==> config.mk <==
export PLATFORM = sky130hd
export DESIGN_NAME = grid_heuristic_distance_flat
export DESIGN_NICKNAME = d
export VERILOG_FILES = /design/src/hw/rtl/ghd_pkg.sv /design/src/hw/rtl/ghd_if.sv /design/src/hw/rtl/ghd_div_cell.sv /design/src/hw/rtl/ghd_metric_cell.sv /design/src/hw/rtl/ghd_sqrt_cell.sv /design/src/hw/rtl/grid_heuristic_distance.sv /design/src/flat_wrapper.sv
export SDC_FILE = /design/constraint.sdc
export NUM_CORES = 2
export LEC_CHECK = 0
export BUFFER_PORTS_ARGS = -buffer_cell sky130_fd_sc_hd__buf_4
export CORE_UTILIZATION = 26
export CTS_CLUSTER_SIZE = 16
export DETAILED_ROUTE_END_ITERATION = 8
export SYNTH_ARGS = -nofsm -noshare
export SYNTH_HDL_FRONTEND = slang
export SYNTH_SLANG_ARGS = --single-unit
export TNS_END_PERCENT = 10
==> constraint.sdc <==
create_clock -name clk -period 8.6 [get_ports clk]
set_input_delay 0.86 -clock clk [delete_from_list [all_inputs] [get_ports clk]]
set_output_delay 0.86 -clock clk [all_outputs]
set_load 0.05 [all_outputs]
==> src/hw/rtl/ghd_pkg.sv <==
// ----------------------------------------------------------------------------
// ghd_pkg
// Shared constants, register codes and stage types for the grid heuristic
// distance block.
// ----------------------------------------------------------------------------
package ghd_pkg;

  localparam int INDEX_BITS_DEF = 16;
  localparam int GRID_W         = 9;
  localparam int DIST_W         = 9;
  localparam int MODE_W         = 2;
  localparam int CFG_IDX_W      = 2;
  localparam int CFG_DATA_W     = 32;

  localparam logic [CFG_IDX_W-1:0] REG_GRID_WIDTH  = 2'd0;
  localparam logic [CFG_IDX_W-1:0] REG_GRID_HEIGHT = 2'd1;
  localparam logic [CFG_IDX_W-1:0] REG_TARGET      = 2'd2;
  localparam logic [CFG_IDX_W-1:0] REG_MODE        = 2'd3;

  localparam logic [MODE_W-1:0] MODE_EUCLID    = 2'd0;
  localparam logic [MODE_W-1:0] MODE_MANHATTAN = 2'd1;

  localparam logic [GRID_W-1:0] WIDTH_RST  = 9'd20;
  localparam logic [GRID_W-1:0] HEIGHT_RST = 9'd17;
  localparam logic [MODE_W-1:0] MODE_RST   = MODE_EUCLID;

  localparam int LANE_CELL = 0;
  localparam int LANE_TGT  = 1;

  // sum of squares, padded to an even width for the two-bit root steps
  localparam int SQ_W     = 2 * GRID_W + 2;
  localparam int SQ_STEPS = SQ_W / 2;
  localparam int ROOT_W   = SQ_STEPS;
  localparam int SREM_W   = ROOT_W + 1;
  localparam int ALT_W    = GRID_W + 1;

  localparam logic [DIST_W-1:0] DIST_MAX = '1;

  typedef struct packed {
    logic [GRID_W-1:0] col;
    logic [GRID_W-1:0] row;
  } ghd_coord_t;

  typedef struct packed {
    logic [SQ_W-1:0]   val;
    logic [ROOT_W-1:0] root;
    logic [SREM_W-1:0] rem;
    logic [ALT_W-1:0]  alt;
    logic              euclid;
  } ghd_sq_t;

endpackage

==> src/hw/rtl/ghd_if.sv <==
// ----------------------------------------------------------------------------
// ghd_if
// Request channels of the grid heuristic distance block: cell index in,
// distance out, register writes.
// ----------------------------------------------------------------------------
interface ghd_in_if #(
  parameter int INDEX_BITS = ghd_pkg::INDEX_BITS_DEF
);
  logic                  valid;
  logic                  ready;
  logic [INDEX_BITS-1:0] cell_index;

  modport source (output valid, output cell_index, input ready);
  modport sink   (input valid, input cell_index, output ready);
endinterface

interface ghd_out_if;
  logic                        valid;
  logic                        ready;
  logic [ghd_pkg::DIST_W-1:0]  distance;

  modport source (output valid, output distance, input ready);
  modport sink   (input valid, input distance, output ready);
endinterface

interface ghd_cfg_if;
  logic                            valid;
  logic                            ready;
  logic [ghd_pkg::CFG_IDX_W-1:0]   index;
  logic [ghd_pkg::CFG_DATA_W-1:0]  data;

  modport source (output valid, output index, output data, input ready);
  modport sink   (input valid, input index, input data, output ready);
endinterface

==> src/hw/rtl/ghd_div_cell.sv <==
// ----------------------------------------------------------------------------
// ghd_div_cell
// One restoring-division step for both lanes (cell, target): one quotient bit
// set in place; keeps the partial remainder or, if LATCH_COL, moves it to col.
// ----------------------------------------------------------------------------
module ghd_div_cell #(
  parameter int INDEX_BITS = ghd_pkg::INDEX_BITS_DEF,
  parameter int BIT        = 0,
  parameter bit LATCH_COL  = 1'b0
) (
  input  logic                                 clk,
  input  logic                                 rst_n,
  input  logic [ghd_pkg::GRID_W-1:0]           divisor,
  input  logic                                 in_valid,
  output logic                                 in_ready,
  input  logic [1:0][INDEX_BITS-1:0]           in_num,
  input  logic [1:0][ghd_pkg::GRID_W-1:0]      in_rem,
  input  logic [1:0][ghd_pkg::GRID_W-1:0]      in_col,
  output logic                                 out_valid,
  input  logic                                 out_ready,
  output logic [1:0][INDEX_BITS-1:0]           out_num,
  output logic [1:0][ghd_pkg::GRID_W-1:0]      out_rem,
  output logic [1:0][ghd_pkg::GRID_W-1:0]      out_col
);
  import ghd_pkg::*;

  logic                       valid_r;
  logic [1:0][INDEX_BITS-1:0] num_r, num_nxt;
  logic [1:0][GRID_W-1:0]     rem_r, rem_nxt;
  logic [1:0][GRID_W-1:0]     col_r, col_nxt;
  logic [1:0][GRID_W:0]       shifted;
  logic [1:0][GRID_W:0]       diff;
  logic [1:0][GRID_W-1:0]     rem_q;
  logic [1:0]                 ge;

  assign in_ready  = !valid_r || out_ready;
  assign out_valid = valid_r;
  assign out_num   = num_r;
  assign out_rem   = rem_r;
  assign out_col   = col_r;

  always_comb begin
    for (int l = 0; l < 2; l++) begin
      shifted[l]     = {in_rem[l], in_num[l][BIT]};
      diff[l]        = shifted[l] - {1'b0, divisor};
      ge[l]          = shifted[l] >= {1'b0, divisor};
      rem_q[l]       = ge[l] ? diff[l][GRID_W-1:0] : shifted[l][GRID_W-1:0];
      num_nxt[l]     = in_num[l];
      num_nxt[l][BIT] = ge[l];
      if (LATCH_COL) begin
        col_nxt[l] = rem_q[l];
        rem_nxt[l] = '0;
      end else begin
        col_nxt[l] = in_col[l];
        rem_nxt[l] = rem_q[l];
      end
    end
  end

  always_ff @(posedge clk) begin
    if (!rst_n) begin
      valid_r <= 1'b0;
    end else if (in_ready) begin
      valid_r <= in_valid;
    end
  end

  always_ff @(posedge clk) begin
    if (in_valid && in_ready) begin
      num_r <= num_nxt;
      rem_r <= rem_nxt;
      col_r <= col_nxt;
    end
  end

endmodule

==> src/hw/rtl/ghd_metric_cell.sv <==
// ----------------------------------------------------------------------------
// ghd_metric_cell
// Coordinate differences, sum of squares for the root chain and the
// Manhattan or Chebyshev figure for the other modes.
// ----------------------------------------------------------------------------
module ghd_metric_cell (
  input  logic                          clk,
  input  logic                          rst_n,
  input  logic [ghd_pkg::MODE_W-1:0]    mode,
  input  logic                          in_valid,
  output logic                          in_ready,
  input  ghd_pkg::ghd_coord_t           cell_xy,
  input  ghd_pkg::ghd_coord_t           tgt_xy,
  output logic                          out_valid,
  input  logic                          out_ready,
  output ghd_pkg::ghd_sq_t              out_sq
);
  import ghd_pkg::*;

  logic                  valid_r;
  ghd_sq_t               sq_r, sq_nxt;
  logic [GRID_W-1:0]     dx, dy, dmax;
  logic [2*GRID_W-1:0]   dx2, dy2;
  logic [ALT_W-1:0]      dsum;

  assign in_ready  = !valid_r || out_ready;
  assign out_valid = valid_r;
  assign out_sq    = sq_r;

  always_comb begin
    dx   = (tgt_xy.col > cell_xy.col) ? tgt_xy.col - cell_xy.col : cell_xy.col - tgt_xy.col;
    dy   = (tgt_xy.row > cell_xy.row) ? tgt_xy.row - cell_xy.row : cell_xy.row - tgt_xy.row;
    dx2  = dx * dx;
    dy2  = dy * dy;
    dsum = ALT_W'(dx) + ALT_W'(dy);
    dmax = (dx > dy) ? dx : dy;
    sq_nxt.val    = SQ_W'(dx2) + SQ_W'(dy2);
    sq_nxt.root   = '0;
    sq_nxt.rem    = '0;
    sq_nxt.alt    = (mode == MODE_MANHATTAN) ? dsum : ALT_W'(dmax);
    sq_nxt.euclid = (mode == MODE_EUCLID);
  end

  always_ff @(posedge clk) begin
    if (!rst_n) begin
      valid_r <= 1'b0;
    end else if (in_ready) begin
      valid_r <= in_valid;
    end
  end

  always_ff @(posedge clk) begin
    if (in_valid && in_ready) begin
      sq_r <= sq_nxt;
    end
  end

endmodule

==> src/hw/rtl/ghd_sqrt_cell.sv <==
// ----------------------------------------------------------------------------
// ghd_sqrt_cell
// One digit-by-digit integer square root step: brings down two radicand
// bits and resolves one root bit.
// ----------------------------------------------------------------------------
module ghd_sqrt_cell #(
  parameter int STEP = 0
) (
  input  logic              clk,
  input  logic              rst_n,
  input  logic              in_valid,
  output logic              in_ready,
  input  ghd_pkg::ghd_sq_t  in_sq,
  output logic              out_valid,
  input  logic              out_ready,
  output ghd_pkg::ghd_sq_t  out_sq
);
  import ghd_pkg::*;

  logic              valid_r;
  ghd_sq_t           sq_r, sq_nxt;
  logic [SREM_W+1:0] cur;
  logic [SREM_W+1:0] trial;
  logic [SREM_W+1:0] diff;
  logic              ge;

  assign in_ready  = !valid_r || out_ready;
  assign out_valid = valid_r;
  assign out_sq    = sq_r;

  always_comb begin
    cur    = {in_sq.rem, in_sq.val[SQ_W-1-2*STEP -: 2]};
    trial  = (SREM_W+2)'({in_sq.root, 2'b01});
    diff   = cur - trial;
    ge     = cur >= trial;
    sq_nxt = in_sq;
    sq_nxt.rem  = ge ? diff[SREM_W-1:0] : cur[SREM_W-1:0];
    sq_nxt.root = {in_sq.root[ROOT_W-2:0], ge};
  end

  always_ff @(posedge clk) begin
    if (!rst_n) begin
      valid_r <= 1'b0;
    end else if (in_ready) begin
      valid_r <= in_valid;
    end
  end

  always_ff @(posedge clk) begin
    if (in_valid && in_ready) begin
      sq_r <= sq_nxt;
    end
  end

endmodule

==> src/hw/rtl/grid_heuristic_distance.sv <==
// ----------------------------------------------------------------------------
// grid_heuristic_distance
// Path-search heuristic from a linear cell index to a configured goal cell:
// Euclidean, Manhattan or Chebyshev over wrapped grid coordinates.
// ----------------------------------------------------------------------------
// Throughput: one request per cycle while out_ch is not stalled; each stage
//   holds its own item, so bubbles fill while a result waits at the output
//   register. Items pass the two restoring-divider chains (one bit per cell),
//   the metric cell, the ten-step square-root chain and the output register.
// Reset: all stage valids cleared, registers back to width 20, height 17,
//   target 0, Euclidean mode. No clearing pass.
module grid_heuristic_distance #(
  parameter int INDEX_BITS = ghd_pkg::INDEX_BITS_DEF
) (
  input  logic      clk,
  input  logic      rst_n,
  ghd_in_if.sink    in_ch,
  ghd_out_if.source out_ch,
  ghd_cfg_if.sink   cfg_ch
);
  import ghd_pkg::*;

  localparam int N_DIV = 2 * INDEX_BITS;

  logic [GRID_W-1:0]     width_r, height_r;
  logic [INDEX_BITS-1:0] target_r;
  logic [MODE_W-1:0]     mode_r;
  logic [GRID_W-1:0]     w_eff, h_eff;

  logic [N_DIV:0]                dv, dr;
  logic [1:0][INDEX_BITS-1:0]    dnum [N_DIV+1];
  logic [1:0][GRID_W-1:0]        drem [N_DIV+1];
  logic [1:0][GRID_W-1:0]        dcol [N_DIV+1];

  logic [SQ_STEPS:0] sv, sr;
  ghd_sq_t           sq [SQ_STEPS+1];

  ghd_coord_t        cell_xy, tgt_xy;

  logic              out_valid_r;
  logic [DIST_W-1:0] dist_r, dist_nxt;
  logic [ALT_W-1:0]  d_sel;

  // configuration
  assign cfg_ch.ready = 1'b1;

  always_ff @(posedge clk) begin
    if (!rst_n) begin
      width_r  <= WIDTH_RST;
      height_r <= HEIGHT_RST;
      target_r <= '0;
      mode_r   <= MODE_RST;
    end else if (cfg_ch.valid) begin
      case (cfg_ch.index)
        REG_GRID_WIDTH:  width_r  <= cfg_ch.data[GRID_W-1:0];
        REG_GRID_HEIGHT: height_r <= cfg_ch.data[GRID_W-1:0];
        REG_TARGET:      target_r <= cfg_ch.data[INDEX_BITS-1:0];
        REG_MODE:        mode_r   <= cfg_ch.data[MODE_W-1:0];
        default: ;
      endcase
    end
  end

  // zero width or height wraps as one
  assign w_eff = (width_r == '0)  ? GRID_W'(1) : width_r;
  assign h_eff = (height_r == '0) ? GRID_W'(1) : height_r;

  // divider chain: index / width, then quotient / height
  assign dv[0]       = in_ch.valid;
  assign in_ch.ready = dr[0];

  always_comb begin
    dnum[0]            = '0;
    dnum[0][LANE_CELL] = in_ch.cell_index;
    dnum[0][LANE_TGT]  = target_r;
    drem[0]            = '0;
    dcol[0]            = '0;
  end

  for (genvar g = 0; g < N_DIV; g++) begin : g_div
    ghd_div_cell #(
      .INDEX_BITS (INDEX_BITS),
      .BIT        (INDEX_BITS - 1 - (g % INDEX_BITS)),
      .LATCH_COL  (g == INDEX_BITS - 1)
    ) u_cell (
      .clk       (clk),
      .rst_n     (rst_n),
      .divisor   ((g < INDEX_BITS) ? w_eff : h_eff),
      .in_valid  (dv[g]),
      .in_ready  (dr[g]),
      .in_num    (dnum[g]),
      .in_rem    (drem[g]),
      .in_col    (dcol[g]),
      .out_valid (dv[g+1]),
      .out_ready (dr[g+1]),
      .out_num   (dnum[g+1]),
      .out_rem   (drem[g+1]),
      .out_col   (dcol[g+1])
    );
  end

  assign cell_xy.col = dcol[N_DIV][LANE_CELL];
  assign cell_xy.row = drem[N_DIV][LANE_CELL];
  assign tgt_xy.col  = dcol[N_DIV][LANE_TGT];
  assign tgt_xy.row  = drem[N_DIV][LANE_TGT];

  ghd_metric_cell u_metric (
    .clk       (clk),
    .rst_n     (rst_n),
    .mode      (mode_r),
    .in_valid  (dv[N_DIV]),
    .in_ready  (dr[N_DIV]),
    .cell_xy   (cell_xy),
    .tgt_xy    (tgt_xy),
    .out_valid (sv[0]),
    .out_ready (sr[0]),
    .out_sq    (sq[0])
  );

  // square-root chain
  for (genvar k = 0; k < SQ_STEPS; k++) begin : g_sqrt
    ghd_sqrt_cell #(
      .STEP (k)
    ) u_cell (
      .clk       (clk),
      .rst_n     (rst_n),
      .in_valid  (sv[k]),
      .in_ready  (sr[k]),
      .in_sq     (sq[k]),
      .out_valid (sv[k+1]),
      .out_ready (sr[k+1]),
      .out_sq    (sq[k+1])
    );
  end

  // mode select, saturation and output register
  assign sr[SQ_STEPS] = !out_valid_r || out_ch.ready;

  always_comb begin
    d_sel    = sq[SQ_STEPS].euclid ? ALT_W'(sq[SQ_STEPS].root) : sq[SQ_STEPS].alt;
    dist_nxt = (d_sel > ALT_W'(DIST_MAX)) ? DIST_MAX : d_sel[DIST_W-1:0];
  end

  always_ff @(posedge clk) begin
    if (!rst_n) begin
      out_valid_r <= 1'b0;
    end else if (sr[SQ_STEPS]) begin
      out_valid_r <= sv[SQ_STEPS];
    end
  end

  always_ff @(posedge clk) begin
    if (sv[SQ_STEPS] && sr[SQ_STEPS]) begin
      dist_r <= dist_nxt;
    end
  end

  assign out_ch.valid    = out_valid_r;
  assign out_ch.distance = dist_r;

endmodule

==> src/flat_wrapper.sv <==
// flat-port wrapper written by rule: the top's interface ports become plain ports
module grid_heuristic_distance_flat import ghd_pkg::*;
#(
  parameter int INDEX_BITS = ghd_pkg::INDEX_BITS_DEF
)
  (clk, rst_n, in_ch_valid, in_ch_cell_index, in_ch_ready, out_ch_valid, out_ch_distance, out_ch_ready, cfg_ch_valid, cfg_ch_index, cfg_ch_data, cfg_ch_ready);
  ghd_in_if #(.INDEX_BITS(INDEX_BITS)) in_ch_i ();
  ghd_out_if out_ch_i ();
  ghd_cfg_if cfg_ch_i ();
  input  logic clk;
  input  logic rst_n;
  input wire logic [$bits(in_ch_i.valid)-1:0] in_ch_valid;
  input wire logic [$bits(in_ch_i.cell_index)-1:0] in_ch_cell_index;
  output wire logic [$bits(in_ch_i.ready)-1:0] in_ch_ready;
  output wire logic [$bits(out_ch_i.valid)-1:0] out_ch_valid;
  output wire logic [$bits(out_ch_i.distance)-1:0] out_ch_distance;
  input wire logic [$bits(out_ch_i.ready)-1:0] out_ch_ready;
  input wire logic [$bits(cfg_ch_i.valid)-1:0] cfg_ch_valid;
  input wire logic [$bits(cfg_ch_i.index)-1:0] cfg_ch_index;
  input wire logic [$bits(cfg_ch_i.data)-1:0] cfg_ch_data;
  output wire logic [$bits(cfg_ch_i.ready)-1:0] cfg_ch_ready;
  assign in_ch_i.valid = in_ch_valid;
  assign in_ch_i.cell_index = in_ch_cell_index;
  assign in_ch_ready = in_ch_i.ready;
  assign out_ch_valid = out_ch_i.valid;
  assign out_ch_distance = out_ch_i.distance;
  assign out_ch_i.ready = out_ch_ready;
  assign cfg_ch_i.valid = cfg_ch_valid;
  assign cfg_ch_i.index = cfg_ch_index;
  assign cfg_ch_i.data = cfg_ch_data;
  assign cfg_ch_ready = cfg_ch_i.ready;
  grid_heuristic_distance #(.INDEX_BITS(INDEX_BITS)) u_core (.clk(clk), .rst_n(rst_n), .in_ch(in_ch_i), .out_ch(out_ch_i), .cfg_ch(cfg_ch_i));
endmodule
# After elaboration in Yosys (flattened, before gate mapping)
# Cells that the tools add are included.
# word_totals
out_inout_bits	12
regBits	2081
wordCells	647
# op_classes
n_mul	2
muxes	80
n_reduce_logical	140
n_eq_ne	4
order_cmp	78
add_sub_neg	79
# ops
operator	n
greater-or-equal comparator 10 x 9 -> 1 bit	60
2-to-1 mux 9 bit	66
subtractor 9 bit	64
2-to-1 mux 11 bit	8
logical AND 1 bit	44
zero test 1 bit	44
logical OR 1 bit	44
greater-or-equal comparator 1 x 9 -> 1 bit	4
multiplier 9 x 9 -> 18 bit	2
subtractor 1 x 9 -> 9 bit	4
greater-than comparator 9 bit	3
adder 18 x 18 -> 19 bit	1
zero test 9 bit	2
greater-or-equal comparator 13 x 10 -> 1 bit	1
greater-or-equal comparator 13 x 11 -> 1 bit	1
greater-or-equal comparator 13 x 3 -> 1 bit	1
greater-or-equal comparator 13 x 4 -> 1 bit	1
greater-or-equal comparator 13 x 5 -> 1 bit	1
greater-or-equal comparator 13 x 6 -> 1 bit	1
greater-or-equal comparator 13 x 7 -> 1 bit	1
greater-or-equal comparator 13 x 8 -> 1 bit	1
greater-or-equal comparator 13 x 9 -> 1 bit	1
subtractor 11 x 10 -> 11 bit	1
subtractor 11 x 3 -> 11 bit	1
other kinds (17)	26

# Logic depth before layout (Yosys ltp)
# depth
ltp_word	46
mapped_depth	31
ltp_nobuf	31

# By module
# From an unflattened synthesis, not the netlist that was laid out.
# unflattened
hier_cells	9447
area_unflattened_um2	134356.4
# by_module_without_submodules
mod	instances	cells_each	area_per_inst_um2	seq_area_each_um2
ghd_div_cell (u_core.g_div[0].u_cell ...)	30	214	3184.3	2062.0
ghd_sqrt_cell	10	155	2327.2	1581.5
ghd_metric_cell	1	852	7617.3	920.9
ghd_div_cell (u_core.g_div[3].u_cell)	1	210	3166.8	2062.0
ghd_div_cell (u_core.g_div[15].u_cell)	1	215	2782.7	1521.5
grid_heuristic_distance	1	200	1988.2	1011.0

# Worst setup path before layout
# OpenSTA, ideal clock, no wires.
# synth_path
path_kind	reg2reg
start	register u_core.g_div[31].u_cell.rem_r (netlist bit u_core.g_div[31].u_cell.out_rem[4])
end	register u_core.u_metric.sq_r (netlist bit u_core.u_metric.out_sq[50]), data pin
synth_period_minus_slack_ns	7.827
path_stages_with_launch	32
n_path_buf	2
path_slack_ns	0.773
required_ns	8.335
arrival_ns	7.561
cell_sequence	edfxtp_1 inv_1 ha_1 buf_2 and4_1 a21boi_4 or4_1 a21oi_1 o311ai_0 a21boi_0 xnor2_1 buf_2 nor2_1 fa_1 fa_1 ha_1 inv_1 fa_1 inv_1 fa_1 fa_1 inv_1 fa_1 nor2b_1 o21ai_0 a21boi_0 o21ai_0 a21boi_0 o2111ai_1 a31oi_1 nor4_1 or3_1
# synth_lines
element	line	text
start, declared	ghd_div_cell.sv:29	logic [1:0][GRID_W-1:0] rem_r, rem_nxt;
start signal, assigned	ghd_div_cell.sv:71	rem_r <= rem_nxt;
end signal, assigned	ghd_metric_cell.sv:54	sq_r <= sq_nxt;
end, declared	ghd_metric_cell.sv:21	ghd_sq_t sq_r, sq_nxt;

==> metrics.md <==
| Metric | Value |
|---|---|
| Status | complete, no violations |
| Detail Route Antenna Nets | 0 |
| Worst R2R Setup Slack | 0.42 ns |
| Max-cap violations | 0 |
| Final Wtd Congestion | 0.8409 |
| Hold_sp | in_ch_cell_index[12] |
| FFs w/ async S/R, synth | 0 |
| Routing usage on met1 | 0.1169 |
| Pre-CTS WS | 0.06571 ns |
| Die Height | 620.8 microns |
| XOR/XNOR share of the synthesized area | 0.03959 |
| Share of layout cells above drive strength 1 | 0.08968 |
| Final net count | 8508 |
| Final-report max-slew violation count | 0 |
| Yosys reg bits | 2077 |
| Full die area | 385400 sq um |
| WHS Path Cells | 1 |
| Total clock sinks | 2077 |
| Htree depth | 4 |
| Worst r2r dst | u_core.u_metric.out_sq[50]$_DFFE_PP_ |
| Simple-gate portion of the synthesized area | 0.08567 |
| Rows | 226 |
| WL/cell | 14.83 microns |
| Predominant post-synthesis flop cell | edfxtp_1 |
| CP arrival | 8.74 ns |
| Port-buffer cells | 49 |
| I/O pin total | 67 |
| CTS tree | yes |
| Reg2Reg Depth | 30 |
| Syn Nets | 8272 |
| Max incr delay on CP | 0.61 ns |
| Fin worst setup slack | 0.4155 ns |
| Final min period | 8.185 ns |
| Reg clk slew, reported paths | 0.06 ns |
| Initial DRC Count | 3280 |
| Post-DR vias/cell | 4.444 |
| Worst Hold End | u_core.g_div[0].u_cell.out_num[12]$_DFFE_PP_ |
| CTS max path bufs | 4 |
| Crit start category | register |
| Routed via count | 56690 |
| Core region area | 380000 sq um |
| Fin. Hold Viols | 0 |
| Largest family of logic cells by synthesized area | adder cells |
| CP Max Fanout | 5 |
| Synth-to-Final Area Change | 14.16% |
| First-pass GRT wire length | 305900 microns |
| Clk_lat worst skew | 0.88 ns |
| Post-detail-place hpwl | 133000 microns |
| Initial antenna violation count | 3 |
| Max stage delay cell, worst path | fa_1 |
| Synth Area in Adders | 0.1228 |
| Fmax | 122.2 MHz |
| Detailed Routing Iterations Pass 1 | 5 |
| Final Hold Slack | 0.1558 ns |
| Yosys warning count | 0 |
| Worst VDD drop | 0.1900 mV |
| Fin area | 113700 sq um |
| Complex-gate fraction of the synthesized area | 0.09370 |
| Gr ovfl total | 0 |
| Fillcell total | 37700 |
| Met2 Use GR | 0.1746 |
| Syn_area_per_cell | 13.57 sq um |
| Initial core utilization | 0.2620 |
| DR DRC count | 0 |
| Seq/Total Area, Yosys | 0.6184 |
| Least-Margin Pin Slew | 1.285 ns |
| Crit path top cell by count | fa_1 |
| TritonCTS Buffers | 205 |
| Vias in the first global route | 59410 |
| Unique masters post-synth | 80 |
| Power per Cell Area | 185.7 nW/um^2 |
| Tcrit/Tclk final | 0.9517 |
| Final setup fails | 0 |
| Cells after Synth | 7337 |
| Mux cell area share after synthesis | 0.01851 |
| Top Usage Layer GRT | met2 |
| Synth Cell Area | 99560 sq um |
| Die width | 620.8 microns |
| Number of flops mapped to enable cells by yosys | 1997 |
| Worst EP required | 9.15 ns |
| Worst Hold Class | primary input to register |
| Critical path class | register to register |
| GRT Overall Usage | 0.09638 |
| Clk_skew | 0.1260 ns |
| Met3 GRT Util | 0.01351 |
| Placed Area | 106700 sq um |
| Slew headroom | 0.1413 |
| Critical R2R Launch | u_core.g_div[31].u_cell.out_rem[6]$_DFFE_PP_ |
| Total leakage power | 41.40 nW |
| CTS Root Cell | clkbuf_16 |
| Largest net degree at the start of global routing | 81 |
| Crit end category | register |
| Drt total wl | 189100 microns |
-- power by group --
part	leakage (nW)	total, mW	switching [mW]	internal [mW]
logic	19.4	0.912	0.508	0.404
registers	18.7	11.1	0.0270	11.0
clock network	3.31	9.12	3.82	5.30
total	41.4	21.1	4.35	16.8
-- final cells by class --
class	count	area (sq um)	share of cell area
Sequential cell	2077	61570	0.5417
Multi-Input combinational cell	4707	36280	0.3192
Tap cell	5016	6276	0.05522
Clock buffer	236	5370	0.04725
Inverter	446	1674	0.01473
Clock inverter	137	1466	0.01290
Timing Repair Buffer	136	1021	0.008983
Antenna cell	1	2.502	0.00002202
-- critical path, delay by kind of cell, from the launching register on --
| kind | cells | cell delay [ns] |
|---|---|---|
| compound gates | 8 | 1.64 |
| buf+inv | 5 | 0.37 |
| mux | 1 | 0.33 |
| flops | 1 | 0.36 |
| simple gates | 7 | 1.32 |
| xor+xnor | 1 | 0.15 |
| fa+ha+maj | 8 | 3.79 |
-- registers in the layout, indices dropped and copies added, names as in the netlist --
signal,count
u_core.g_div.u_cell.out_col,306
u_core.g_div.u_cell.out_num,752
u_core.g_div.u_cell.out_rem,558
u_core.g_div.u_cell.out_valid,32
u_core.g_sqrt.u_cell.out_sq,342
u_core.g_sqrt.u_cell.out_valid,10
u_core.height_r,9
u_core.mode_r,2
u_core.out_ch.distance,9
u_core.out_ch.valid,1
u_core.target_r,16
u_core.u_metric.out_sq,30
u_core.u_metric.out_valid,1
u_core.width_r,9
-- what timing repair did --
action / in CTS / in global routing
resized for setup: 0 / 15
endpoints found under the setup margin: 0 / 4
buffers inserted: 0 / 5
hold buffers: 0 / 0
-- cell families after synthesis --
family	Yosys count
AND/OR/NAND/NOR	1712
multiplexers	167
other	2
XOR/XNOR	447
buffers and inverters	553
AO/OA/AOI/OAI	1499
flip-flops	2077
adder cells (fa/ha/maj)	880
-- Yosys cell counts, types with 36 or more instances --
master     count  area [sq um]
a2111oi_0     36         315.3
inv_1        445          1670
xor2_1        89         779.5
nor2_1       659          2474
a211oi_1      68         510.5
a21o_1       351          2635
edfxtp_1    1997         59970
dfxtp_1       80          1602
nand3_1       58         290.3
clkbuf_1      93         349.1
fa_1         162          3243
a21oi_1      650          3253
and2_1        55         344.1
nand2_1      205         769.5
mux2_2       129          1453
xnor2_1      356          3118
ha_1         718          8984
mux2i_1       36         360.4
o21ai_0      189         945.9
a21boi_0      41         307.8
nor2b_1      264          1652
nand2b_1     187          1170
o21a_1        54         405.4
nand4_1      130         813.3
-- metal layers --
layer  vias up  share of wire  wire length [microns]
li1      27520              -                      -
met1     27900           0.44                  82840
met2       904           0.50                  94350
met3       370          0.033                   6216
met4         2          0.030                   5686
met5         -       0.000069                     13
-- worst max path at each step --
stage	cells after the start	end	slack, ns	startpoint
2_1_floorplan	31	u_core.u_metric.out_sq[50]$_DFFE_PP_	0.77	u_core.g_div[31].u_cell.out_rem[4]$_DFFE_PP_
3_3_place_gp	27	u_core.u_metric.out_sq[50]$_DFFE_PP_	0.15	u_core.g_div[31].u_cell.out_rem[4]$_DFFE_PP_
3_5_place_dp	30	u_core.u_metric.out_sq[50]$_DFFE_PP_	0.07	u_core.g_div[31].u_cell.out_rem[4]$_DFFE_PP_
4_1_cts	30	u_core.u_metric.out_sq[50]$_DFFE_PP_	0.06	u_core.g_div[31].u_cell.out_rem[4]$_DFFE_PP_
5_1_grt	30	u_core.u_metric.out_sq[50]$_DFFE_PP_	-0.01	u_core.g_div[31].u_cell.out_rem[4]$_DFFE_PP_
6_report	30	u_core.u_metric.out_sq[50]$_DFFE_PP_	0.42	u_core.g_div[31].u_cell.out_rem[6]$_DFFE_PP_
-- placed cells by master, fill, tap and decap left out, types with 58 or more instances in the layout --
master | Yosys | layout
nand2b_1 | 187 | 186
clkbuf_16 | 0 | 208
fa_1 | 162 | 162
buf_4 | 1 | 136
nor2_1 | 659 | 658
edfxtp_1 | 1997 | 1997
mux2_2 | 129 | 129
a21oi_1 | 650 | 648
a211oi_1 | 68 | 68
nand3_1 | 58 | 58
ha_1 | 718 | 715
o21ai_0 | 189 | 188
nand2_1 | 205 | 205
xor2_1 | 89 | 89
nand4_1 | 130 | 130
inv_1 | 445 | 436
xnor2_1 | 356 | 354
nor2b_1 | 264 | 238
a21o_1 | 351 | 351
dfxtp_1 | 80 | 78
-- through the flow --
stage                     cells  setup TNS (ns)  total power, mW    util
final                     12760               0            21.10  0.2991
after global routing      12760       -0.009800            21.86  0.2991
after CTS                 12750               0            21.39  0.2988
after detailed placement  12380               0            12.19  0.2808
after global placement    12380               0            12.15  0.2808
after floorplan            7337               0            11.96       -
No activity file was read; power rests on OpenSTA's default activity.
